## src/rtl/core/mfba_pkg.sv

```systemverilog
// Shared constants and controller/datapath interface types for the max-flow block.
`default_nettype none
package mfba_pkg;
	localparam int NODES    = 8;
	localparam int NODE_W   = 3;
	localparam int ADDR_W   = 2 * NODE_W;
	localparam int ENTRIES  = NODES * NODES;
	localparam int CAP_BITS = 16;
	localparam int RES_W    = CAP_BITS + 2;
	localparam int FLOW_W   = 19;
	localparam int CNT_W    = NODE_W + 1;
	localparam logic [FLOW_W-1:0] FLOW_MAX = {FLOW_W{1'b1}};
	localparam logic [0:0] OP_WRITE = 1'b0;
	localparam logic [0:0] OP_RUN   = 1'b1;

	typedef struct packed {
		logic wr_cap;
		logic run_init;
		logic bfs_init;
		logic pop;
		logic scan_rd;
		logic scan_ev;
		logic walk_init;
		logic aug_init;
		logic walk_rd;
		logic min_ev;
		logic sub_wr;
		logic add_wr;
		logic flow_add;
		logic out_load;
		logic out_bad;
	} dp_cmd_t;

	typedef struct packed {
		logic same_node;
		logic q_empty;
		logic scan_last;
		logic sink_hit;
		logic walk_more;
		logic out_free;
	} dp_sts_t;
endpackage
`default_nettype wire

```

## src/rtl/core/mfba_dp.sv

```systemverilog
// Datapath: residual matrix memory, search registers, path walk and result register.
`default_nettype none
module mfba_dp
	import mfba_pkg::*;
(
	input  wire logic              clk,
	input  wire logic              arst_n,
	input  wire dp_cmd_t           cmd,
	output dp_sts_t                sts,
	input  wire logic [2:0]        row_node,
	input  wire logic [2:0]        col_node,
	input  wire logic [15:0]       capacity,
	input  wire logic [2:0]        source_node,
	input  wire logic [2:0]        sink_node,
	input  wire logic              out_stall,
	output logic                   out_valid,
	output logic [FLOW_W-1:0]      total_flow,
	output logic                   bad_request
);
	logic [RES_W-1:0]  mem [ENTRIES];
	logic [ENTRIES-1:0] vld_q;
	logic [RES_W-1:0]  rd_q;
	logic              rd_vld_q;
	logic [NODE_W-1:0] src_q, dst_q, u_q, v_q, p_q;
	logic [NODE_W-1:0] parent_q [NODES];
	logic [NODE_W-1:0] queue_q [NODES];
	logic [NODES-1:0]  vis_q;
	logic [CNT_W-1:0]  head_q, tail_q, steps_q;
	logic [RES_W-1:0]  bott_q;
	logic [FLOW_W-1:0] flow_q;
	logic              out_vld_q;
	logic [FLOW_W-1:0] out_flow_q;
	logic              out_bad_q;

	logic [RES_W-1:0]  rd_eff;
	logic [ADDR_W-1:0] rd_addr, wr_addr;
	logic [RES_W-1:0]  wr_data;
	logic              wr_en;
	logic [NODE_W-1:0] par_v;
	logic [FLOW_W:0]   flow_sum;

	assign rd_eff = rd_vld_q ? rd_q : '0;
	assign par_v  = parent_q[v_q];
	assign flow_sum = {1'b0, flow_q} + {{(FLOW_W+1-RES_W){1'b0}}, bott_q};

	always_comb begin
		rd_addr = {u_q, v_q};
		if (cmd.walk_rd) begin
			rd_addr = {par_v, v_q};
		end else if (cmd.sub_wr) begin
			rd_addr = {v_q, p_q};
		end
		wr_en   = cmd.wr_cap | cmd.sub_wr | cmd.add_wr;
		wr_addr = {row_node, col_node};
		wr_data = {{(RES_W-CAP_BITS){1'b0}}, capacity[CAP_BITS-1:0]};
		if (cmd.sub_wr) begin
			wr_addr = {p_q, v_q};
			wr_data = rd_eff - bott_q;
		end else if (cmd.add_wr) begin
			wr_addr = {v_q, p_q};
			wr_data = rd_eff + bott_q;
		end
	end

	// matrix storage, no reset; validity tracked per entry
	always_ff @(posedge clk) begin
		if (wr_en) begin
			mem[wr_addr] <= wr_data;
		end
		rd_q <= mem[rd_addr];
	end

	always_ff @(posedge clk or negedge arst_n) begin
		if (!arst_n) begin
			vld_q    <= '0;
			rd_vld_q <= 1'b0;
		end else begin
			rd_vld_q <= vld_q[rd_addr] | (wr_en & (wr_addr == rd_addr) & 1'b0);
			if (wr_en) begin
				vld_q[wr_addr] <= 1'b1;
			end
		end
	end

	// search and walk registers
	always_ff @(posedge clk or negedge arst_n) begin
		if (!arst_n) begin
			vis_q   <= '0;
			flow_q  <= '0;
			head_q  <= '0;
			tail_q  <= '0;
			steps_q <= '0;
		end else begin
			if (cmd.run_init) begin
				flow_q <= '0;
			end
			if (cmd.flow_add) begin
				flow_q <= (flow_sum > {1'b0, FLOW_MAX}) ? FLOW_MAX : flow_sum[FLOW_W-1:0];
			end
			if (cmd.bfs_init) begin
				vis_q  <= NODES'(1) << src_q;
				head_q <= '0;
				tail_q <= CNT_W'(1);
			end
			if (cmd.pop) begin
				head_q <= head_q + CNT_W'(1);
			end
			if (cmd.scan_ev && !vis_q[v_q] && rd_eff != '0 && tail_q < CNT_W'(NODES)) begin
				vis_q[v_q] <= 1'b1;
				tail_q     <= tail_q + CNT_W'(1);
			end
			if (cmd.walk_init || cmd.aug_init) begin
				steps_q <= '0;
			end
			if (cmd.min_ev || cmd.add_wr) begin
				steps_q <= steps_q + CNT_W'(1);
			end
		end
	end

	always_ff @(posedge clk) begin
		if (cmd.run_init) begin
			src_q <= source_node;
			dst_q <= sink_node;
		end
		if (cmd.bfs_init) begin
			parent_q[src_q] <= src_q;
			queue_q[0]      <= src_q;
		end
		if (cmd.pop) begin
			u_q <= queue_q[head_q[NODE_W-1:0]];
			v_q <= '0;
		end
		if (cmd.scan_ev) begin
			v_q <= v_q + NODE_W'(1);
			if (!vis_q[v_q] && rd_eff != '0 && tail_q < CNT_W'(NODES)) begin
				queue_q[tail_q[NODE_W-1:0]] <= v_q;
				parent_q[v_q]               <= u_q;
			end
		end
		if (cmd.walk_init || cmd.aug_init) begin
			v_q <= dst_q;
		end
		if (cmd.walk_init) begin
			bott_q <= '1;
		end
		if (cmd.walk_rd) begin
			p_q <= par_v;
		end
		if (cmd.min_ev) begin
			if (rd_eff < bott_q) begin
				bott_q <= rd_eff;
			end
			v_q <= p_q;
		end
		if (cmd.add_wr) begin
			v_q <= p_q;
		end
	end

	// result register
	always_ff @(posedge clk or negedge arst_n) begin
		if (!arst_n) begin
			out_vld_q <= 1'b0;
		end else if (cmd.out_load) begin
			out_vld_q <= 1'b1;
		end else if (!out_stall) begin
			out_vld_q <= 1'b0;
		end
	end

	always_ff @(posedge clk) begin
		if (cmd.out_load) begin
			out_flow_q <= cmd.out_bad ? '0 : flow_q;
			out_bad_q  <= cmd.out_bad;
		end
	end

	assign sts.same_node = (src_q == dst_q);
	assign sts.q_empty   = (head_q == tail_q);
	assign sts.scan_last = (v_q == NODE_W'(NODES - 1));
	assign sts.sink_hit  = vis_q[dst_q];
	assign sts.walk_more = (v_q != src_q) && (steps_q < CNT_W'(NODES));
	assign sts.out_free  = !out_vld_q || !out_stall;

	assign out_valid   = out_vld_q;
	assign total_flow  = out_flow_q;
	assign bad_request = out_bad_q;
endmodule
`default_nettype wire

```

## src/rtl/core/mfba_ctrl.sv

```systemverilog
// Controller state machine sequencing loads, searches, path walks and results.
`default_nettype none
module mfba_ctrl
	import mfba_pkg::*;
(
	input  wire logic    clk,
	input  wire logic    arst_n,
	input  wire logic    in_valid,
	output logic         in_stall,
	input  wire logic    opcode,
	input  wire dp_sts_t sts,
	output dp_cmd_t      cmd
);
	localparam logic [3:0] S_IDLE = 4'd0;
	localparam logic [3:0] S_CHK  = 4'd1;
	localparam logic [3:0] S_POP  = 4'd2;
	localparam logic [3:0] S_SRD  = 4'd3;
	localparam logic [3:0] S_SEV  = 4'd4;
	localparam logic [3:0] S_TEST = 4'd5;
	localparam logic [3:0] S_BRD  = 4'd6;
	localparam logic [3:0] S_BEV  = 4'd7;
	localparam logic [3:0] S_ARD  = 4'd8;
	localparam logic [3:0] S_ASUB = 4'd9;
	localparam logic [3:0] S_AADD = 4'd10;
	localparam logic [3:0] S_FIN  = 4'd11;
	localparam logic [3:0] S_FINB = 4'd12;

	logic [3:0] state_q, state_nx;

	always_comb begin
		cmd      = '0;
		state_nx = state_q;
		in_stall = 1'b1;
		unique case (state_q)
			S_IDLE: begin
				in_stall = 1'b0;
				if (in_valid) begin
					if (opcode == OP_RUN) begin
						cmd.run_init = 1'b1;
						state_nx     = S_CHK;
					end else begin
						cmd.wr_cap = 1'b1;
					end
				end
			end
			S_CHK: begin
				if (sts.same_node) begin
					state_nx = S_FINB;
				end else begin
					cmd.bfs_init = 1'b1;
					state_nx     = S_POP;
				end
			end
			S_POP: begin
				if (sts.q_empty) begin
					state_nx = S_TEST;
				end else begin
					cmd.pop  = 1'b1;
					state_nx = S_SRD;
				end
			end
			S_SRD: begin
				cmd.scan_rd = 1'b1;
				state_nx    = S_SEV;
			end
			S_SEV: begin
				cmd.scan_ev = 1'b1;
				state_nx    = sts.scan_last ? S_POP : S_SRD;
			end
			S_TEST: begin
				if (sts.sink_hit) begin
					cmd.walk_init = 1'b1;
					state_nx      = S_BRD;
				end else begin
					state_nx = S_FIN;
				end
			end
			S_BRD: begin
				if (sts.walk_more) begin
					cmd.walk_rd = 1'b1;
					state_nx    = S_BEV;
				end else begin
					cmd.aug_init = 1'b1;
					state_nx     = S_ARD;
				end
			end
			S_BEV: begin
				cmd.min_ev = 1'b1;
				state_nx   = S_BRD;
			end
			S_ARD: begin
				if (sts.walk_more) begin
					cmd.walk_rd = 1'b1;
					state_nx    = S_ASUB;
				end else begin
					cmd.flow_add = 1'b1;
					cmd.bfs_init = 1'b1;
					state_nx     = S_POP;
				end
			end
			S_ASUB: begin
				cmd.sub_wr = 1'b1;
				state_nx   = S_AADD;
			end
			S_AADD: begin
				cmd.add_wr = 1'b1;
				state_nx   = S_ARD;
			end
			S_FIN: begin
				if (sts.out_free) begin
					cmd.out_load = 1'b1;
					state_nx     = S_IDLE;
				end
			end
			S_FINB: begin
				if (sts.out_free) begin
					cmd.out_load = 1'b1;
					cmd.out_bad  = 1'b1;
					state_nx     = S_IDLE;
				end
			end
			default: begin
				state_nx = S_IDLE;
			end
		endcase
	end

	always_ff @(posedge clk or negedge arst_n) begin
		if (!arst_n) begin
			state_q <= S_IDLE;
		end else begin
			state_q <= state_nx;
		end
	end
endmodule
`default_nettype wire

```

## src/rtl/core/max_flow_bfs_augment.sv

```systemverilog
// Top level of the shortest-augmenting-path max-flow engine.
//
//  channel | signals                                       | transaction
//  --------+-----------------------------------------------+-------------------------
//  in      | in_valid, in_stall, opcode, row_node,         | load one capacity entry
//          | col_node, capacity, source_node, sink_node    | or start one flow run
//  out     | out_valid, out_stall, total_flow, bad_request | one result per run
//
// Loads are taken back to back while the engine is idle. A run reads the matrix memory
// once per scanned entry in each search, then walks each augmenting path twice: first
// for its bottleneck, then to subtract and add it along the path.
// Reset clears control state and the per-entry valid bits, so the matrix reads zero.
// A finished result waits in the output register under out_stall while loads go on;
// a second run holds at its end until that register frees up.
`default_nettype none
module max_flow_bfs_augment
	import mfba_pkg::*;
(
	input  wire logic              clk,
	input  wire logic              arst_n,
	input  wire logic              in_valid,
	output logic                   in_stall,
	input  wire logic [0:0]        opcode,
	input  wire logic [2:0]        row_node,
	input  wire logic [2:0]        col_node,
	input  wire logic [15:0]       capacity,
	input  wire logic [2:0]        source_node,
	input  wire logic [2:0]        sink_node,
	output logic                   out_valid,
	input  wire logic              out_stall,
	output logic [FLOW_W-1:0]      total_flow,
	output logic                   bad_request
);
	dp_cmd_t cmd;
	dp_sts_t sts;

	// sequence the run
	mfba_ctrl u_ctrl (
		.clk      (clk),
		.arst_n   (arst_n),
		.in_valid (in_valid),
		.in_stall (in_stall),
		.opcode   (opcode[0]),
		.sts      (sts),
		.cmd      (cmd)
	);

	// hold the matrix and do the search, walk and update work
	mfba_dp u_dp (
		.clk         (clk),
		.arst_n      (arst_n),
		.cmd         (cmd),
		.sts         (sts),
		.row_node    (row_node),
		.col_node    (col_node),
		.capacity    (capacity),
		.source_node (source_node),
		.sink_node   (sink_node),
		.out_stall   (out_stall),
		.out_valid   (out_valid),
		.total_flow  (total_flow),
		.bad_request (bad_request)
	);
endmodule
`default_nettype wire
```

## config.mk

```make
export PLATFORM = sky130hd
export DESIGN_NAME = max_flow_bfs_augment
export DESIGN_NICKNAME = d
export VERILOG_FILES = /design/src/rtl/core/mfba_pkg.sv /design/src/rtl/core/mfba_dp.sv /design/src/rtl/core/mfba_ctrl.sv /design/src/rtl/core/max_flow_bfs_augment.sv
export SDC_FILE = /design/constraint.sdc
export NUM_CORES = 2
export LEC_CHECK = 0
export ABC_CLOCK_PERIOD_IN_PS = 7900
export BUFFER_PORTS_ARGS = -buffer_cell sky130_fd_sc_hd__buf_2
export CAP_MARGIN = 20
export CORE_ASPECT_RATIO = 1.2
export CORE_MARGIN = 2
export CORE_UTILIZATION = 60
export DETAILED_ROUTE_END_ITERATION = 7
export PLACE_DENSITY = 0.84
export SYNTH_ARGS = -nofsm -noshare
export SYNTH_HDL_FRONTEND = slang
export SYNTH_SLANG_ARGS = --single-unit
```

## constraint.sdc

```tcl
create_clock -name clk -period 7.9 [get_ports clk]
set_input_delay 1.58 -clock clk [delete_from_list [all_inputs] [get_ports clk]]
set_output_delay 1.58 -clock clk [all_outputs]
set_load 0.05 [all_outputs]
```

# Yosys cells after proc, flatten, opt, wreduce, memory -nomap -nowiden
# Memories as Yosys holds them, arrays and structs flattened. A register that Yosys moved wholly into a read port is not among the register bits.
# Cells that the tools add are included.
word_totals:
  register_bits: 159
  latchBits: 0
  mem_bits_rw: 1200
  mem_bits_ro: 0
  inputBits: 33
  output_inout_bits: 22
  word_cells: 173
  mem_count: 3
mem_list:
  columns: ["name", "words", "width", "read_ports", "rd_clocked_by_memory_dff", "wr", "line_no", "source"]
  rows:
  - ["u_dp.mem", 64, 18, 1, 1, 1, "mfba_dp.sv:20", "logic [RES_W-1:0] mem [ENTRIES];"]
  - ["u_dp.parent_q", 8, 3, 1, 1, 1, "mfba_dp.sv:25", "logic [NODE_W-1:0] parent_q [NODES];"]
  - ["u_dp.queue_q", 8, 3, 1, 1, 1, "mfba_dp.sv:26", "logic [NODE_W-1:0] queue_q [NODES];"]
classes:
  add_sub_neg: 7
  mul: 0
  div_mod_pow: 0
  order_cmp: 10
  n_eq_ne: 20
  n_shift: 1
  n_mux: 86
  bitwise: 4
  reduce_logical: 26
op_table:
  columns: ["cell", "count"]
  rows:
  - ["18-bit 2-to-1 mux", 6]
  - ["64-bit bitwise OR", 1]
  - ["19-bit 2-to-1 mux", 3]
  - ["4-bit 2-to-1 mux", 13]
  - ["4-bit one-hot mux with 12 select lines", 1]
  - ["1-bit 2-to-1 mux", 36]
  - ["3-bit 2-to-1 mux", 11]
  - ["6-bit 2-to-1 mux", 4]
  - ["19-bit by 18-bit adder with 20-bit output", 1]
  - ["4-bit == test (second input constant)", 5]
  - ["20-bit by 19-bit greater-than comparator with 1-bit output (second input constant)", 1]
  - ["18-bit adder", 1]
  - ["18-bit < comparator", 1]
  - ["18-bit nonzero test", 1]
  - ["18-bit subtractor", 1]
  - ["4-bit by 3-bit == test with 1-bit output (second input constant)", 4]
  - ["8-bit 2-to-1 mux", 2]
  - ["6-bit by 7-bit < comparator with 1-bit output (second input constant)", 2]
  - ["4-bit by 1-bit adder with 4-bit output (second input constant)", 3]
  - ["4-bit by 2-bit == test with 1-bit output (second input constant)", 2]
  - ["1-bit logical AND", 8]
  - ["3-bit by 4-bit < comparator with 1-bit output (second input constant)", 2]
  - ["4-bit < comparator (second input constant)", 2]
  - ["8-bit bitwise OR", 1]
  - ["26 further kinds", 42]

# Logic depth before layout (Yosys ltp)
logic_depth:
  depth_word: 10
  mapped_depth: 15
  depth_no_buf: 14

# Modules after synthesis
# Synthesis repeated with hierarchy kept, for this count alone.
unflattened:
  cells_unflattened: 4605
  hier_area_um2: 57736.6
modules_own_cells:
  columns: ["module", "n_inst", "cells_each", "area_per_inst_um2", "seq_area_each_um2"]
  rows:
  - ["mfba_dp", 1, 4533, 57216.1, 40493.8]
  - ["mfba_ctrl", 1, 72, 520.5, 100.1]

# Worst setup path after synthesis
# Ideal clock, no wire load.
synth_path:
  path_type: "flip-flop to flip-flop"
  startpoint: "register u_dp.rd_vld_q"
  endpoint: "memory u_dp.mem[0][17] (netlist name) (data pin)"
  setup_ps: 702
  arrival_ps: 5012
  required_ps: 7198
  slack_ps: 2187
  stages_incl_launch_ff: 14
  n_path_buf: 2
  synth_period_minus_slack_ps: 5713
  path_cell_list: "dfrtp_1 -> clkbuf_1 -> buf_1 -> nand2_1 -> inv_1 -> ha_1 -> nor4_1 -> o211ai_1 -> nand3_1 -> or2_2 -> a31oi_1 -> a221o_1 -> xnor2_1 -> o21ai_0"
synth_between:
  elab_chain_len: 4
  word_cells_on_any_way: 5
  classes_between: "2 x add/sub; 3 x mux"
synth_lines:
  columns: ["element", "line_no", "source"]
  rows:
  - ["start: declaration", "mfba_dp.sv:23", "logic rd_vld_q;"]
  - ["start signal: assignment", "mfba_dp.sv:78", "rd_vld_q <= vld_q[rd_addr] | (wr_en & (wr_addr == rd_addr) & 1'b0);"]
  - ["18-bit 2-to-1 mux (*)", "mfba_dp.sv:42", "assign rd_eff = rd_vld_q ? rd_q : '0;"]
  - ["18-bit adder", "mfba_dp.sv:61", "wr_data = rd_eff + bott_q;"]
  - ["18-bit 2-to-1 mux", "mfba_dp.sv:59", "end else if (cmd.add_wr) begin"]
  - ["18-bit 2-to-1 mux (*)", "mfba_dp.sv:56", "if (cmd.sub_wr) begin"]
  - ["via u_dp.wr_data[17]", "mfba_dp.sv:37", "logic [RES_W-1:0] wr_data;"]
  - ["end: declaration", "mfba_dp.sv:20", null]
# Mark *: on every way through the listed nets, which the timed path passes. The rest lies on a longest branch.

# Worst setup path in the final report
layout_path:
  startpoint: "register u_ctrl.state_q[3]"
  endpoint: "memory u_dp.mem[60][6] (netlist name), enable pin"
layout_between:
  elab_chain_len: 6
  word_cells_on_any_way: 12
  classes_between: "2 x eq/ne; 7 x mux; 2 x bitwise; 1 x reduce/logical"
layout_lines:
  columns: ["element", "line_no", "source"]
  rows:
  - ["start: declaration", "mfba_ctrl.sv:28", "logic [3:0] state_q, state_nx;"]
  - ["start signal: assignment", "mfba_ctrl.sv:132", "state_q <= state_nx;"]
  - ["4-bit == test or 4-bit logical NOT (tied branches)", "mfba_ctrl.sv:34", "unique case (state_q)"]
  - ["1-bit 2-to-1 mux or 2-bit 2-to-1 mux (tied branches)", "mfba_ctrl.sv:34", null]
  - ["1-bit bitwise OR (2 in series)", "mfba_dp.sv:53", "wr_en = cmd.wr_cap | cmd.sub_wr | cmd.add_wr;"]
  - ["1-bit 2-to-1 mux", "mfba_dp.sv:67", "if (wr_en) begin"]
  - ["1-bit 2-to-1 mux (not written as such)", "mfba_dp.sv:68", "mem[wr_addr] <= wr_data;"]
# Several ways; a longest one is shown, not always the timed one.

==> results.ini <==
[synth]
synth_compound_area_frac = 0.05973
yosys_warnings = 0
synth_edf_count = 1235
synth_fa_ha_area_frac = 0.01366
synth_top_family_by_area = simple AND/OR/NAND/NOR gates
synthXorXnorAreaFrac = 0.003198
syn_inst = 4518
synth.ff_latch_count = 1383
synth.avg_cell_area_sq_um = 12.73
syn_nets = 4612
async_flop_share = 0.07881
muxShareOfSynthArea = 0.02586
netlist_area_sq_mm = 0.05752
synth-simple-area-share = 0.1645
ys.flop_type = edfxtp_1
synth-seq-area-share = 0.7057
yosysUniqueCellTypes = 95

[clocking]
cts.path.max_buffers = 3
cts.repair.resized = 0
path_clk_slew_ns = 0.07
cts_setup_buffers = 0
cts.sinks = 1383
holdBufCountCts = 0
cts_buffers = 121
cts.htree.levels = 3
clk_latency_ns = 0.78
cts_tree = done
root_buffer = clkbuf_16

[routing]
vias = 38800
viasPerCell = 6.626
totalWireLength_um = 156000
drt-pass1-iter-count = 8
drtAntennaViolNets = 0
first_iter_violations = 5950
avgRoutedWirePerCell_um = 26.64
drc = 0

[timing]
report.final.setup_viol = 0
setup_slack_ns = 2.843
skew_ns = 0.09204
max_freq_mhz = 197.8
period_share = 0.6401
tns_ns = 0
finalHoldViolCount = 0
layout_min_cycle_time_ns = 5.057
rsz0062_at_grt = no
drv_slew = 0
relSlewSlack = 0.09085
tightest_slew_ns = 1.360

[critical_path]
cp_max_fo = 23
critPathCaptureType = register
cp.arrival_ns = 5.40
critPathCapture = u_dp.mem[60][6]
path_class = register to register
worstPathRequired_ns = 8.25
crit_path_start = u_ctrl.state_q[3]
r2r-end = u_dp.mem[60][6]
ff2ff_setup_slack_ns = 2.84
start_kind = register
r2r_start = u_ctrl.state_q[3]
r2r_cells = 7

[grt]
grt_overflow = 0
grt_max_degree = 170
antenna_found_initial = 1
track_usage = 0.3123
grt_pass1_vias = 37290
grt_pass1_wl_um = 228400

[die]
dieArea_sq_mm = 0.09837
start_util = 0.6048
chipHeight_um = 343.2
ios = 55
die_w_um = 286.6
core-area_sq_mm = 0.09511
rows = 124

[finish]
fin_cells = 5856
nets = 4581
fill_cells = 6004
drive_gt1_frac = 0.1062
area_growth_pct = 9.891

[power]
power.total_mw = 25.31
p_leak_nw = 22.48
powerDensity_mw_per_mm2 = 400.4
vdd_ir_drop_max_mv = 0.5338

[outcome]
status = finished, final reports clean

[worst_hold_path]
worst_hold_path_type = register to register

[placement]
place_congestion = 0.9493
dp_cells = 5605
port_buffers = 54
hpwl_um = 86680
pre_cts_ws_ns = 3.175

[run]
drv_cap = 0

[metrics by stage]
| step | util | area, sq um | hold WS, ns |
|---|---|---|---|
| 2_1_floorplan | - | 57520 | 0.4329 |
| 3_3_place_gp | 0.6185 | 58820 | 0.4469 |
| 3_5_place_dp | 0.6188 | 58850 | 0.4511 |
| 4_1_cts | 0.6616 | 62920 | 0.4664 |
| 5_1_grt | 0.6646 | 63210 | 0.4764 |
| 6_report | 0.6646 | 63210 | 0.4650 |
[per-layer routing]
| metal | wire, um | global-route usage | vias to the layer above |
|---|---|---|---|
| met4 | 12510 | 0.2236 | 4 |
| met5 | 183 | 0 | - |
| met3 | 18900 | 0.06742 | 571 |
| met2 | 73110 | 0.4904 | 2963 |
| li1 | - | - | 16540 |
| met1 | 51320 | 0.3875 | 18720 |
[worst max-delay path, cell delays in order, from the launching register on]
cell and delay, ns:
dfrtp_1 0.73, nor2b_2 0.35, nand3_2 0.46, nand2_1 0.39
a31oi_1 0.13, o21bai_1 0.27, nand3b_1 1.04, nor2_2 1.27
[cells in the final DEF, fill, tap and decap left out, types with 66 or more instances in the layout]
cell and n:
nand2_1 1139, dfrtp_1 109, a32oi_1 97, edfxtp_1 1235, clkbuf_16 121, nand4_1 157
nor2_2 66, nand3_1 463, mux2i_1 102, a21oi_1 103
[final cells by class]
| type | instances | area, sq um | share of cell area |
|---|---|---|---|
| flip-flops and latches | 1383 | 40590 | 0.6422 |
| multi-input cells | 2801 | 15690 | 0.2481 |
| clock buffers | 164 | 3279 | 0.05188 |
| well taps | 1260 | 1577 | 0.02494 |
| repair buffers | 114 | 1032 | 0.01633 |
| clock inverters | 67 | 790.8 | 0.01251 |
| inverters | 66 | 249.0 | 0.003939 |
| diodes | 1 | 2.502 | 0.00003959 |
[cells in the mapped netlist, types with 58 or more instances]
library cell | count | area [sq um]
buf_2 | 150 | 750.7
ha_1 | 58 | 725.7
a21oi_1 | 104 | 520.5
mux2i_1 | 102 | 1021
nand3_1 | 464 | 2322
inv_1 | 64 | 240.2
nand2_1 | 1140 | 4279
a32oi_1 | 97 | 849.6
edfxtp_1 | 1235 | 37090
nand4_1 | 157 | 982.2
dfrtp_1 | 109 | 2728
clkbuf_1 | 79 | 296.5
nor2_1 | 122 | 457.9
[sequential cells by signal, summed over array words and instances (netlist names), 18 cells and up, named ones only]
| signal | cells |
|---|---|
| u_dp.mem | 1152 |
| u_dp.vld_q | 64 |
| u_dp.parent_q | 24 |
| u_dp.queue_q | 24 |
| u_dp.flow_q | 19 |
| u_dp.total_flow | 19 |
| u_dp.bott_q | 18 |
| u_dp.rd_q | 18 |
[worst min path at each step]
stage	cells after the start	start	to
2_1_floorplan	1	u_dp.vld_q[45]	u_dp.vld_q[45]
3_3_place_gp	1	u_dp.vld_q[45]	u_dp.vld_q[45]
3_5_place_dp	1	u_dp.vld_q[42]	u_dp.vld_q[42]
4_1_cts	1	u_dp.vld_q[25]	u_dp.vld_q[25]
5_1_grt	1	u_dp.vld_q[17]	u_dp.vld_q[17]
6_report	1	u_dp.vld_q[25]	u_dp.vld_q[25]
[power by group]
part	total [mW]	leakage (nW)	switching, mW	internal [mW]
combinational	9.47	7.66	7.01	2.47
sequential	9.82	12.9	0.501	9.32
clock	6.01	1.97	2.69	3.33
[kinds of logic (layout without fill, tap and decap cells)]
family,Yosys count,count (layout)
and+or+nand+nor,2102,2102
xor gates and xnor gates,21,21
AOI/OAI and AO/OA,489,489
adders and majority gates,61,61
muxes,128,128
buffers and inverters,334,411
other,0,1
DFF,1383,1383
(Power assumes the default switching activity.)
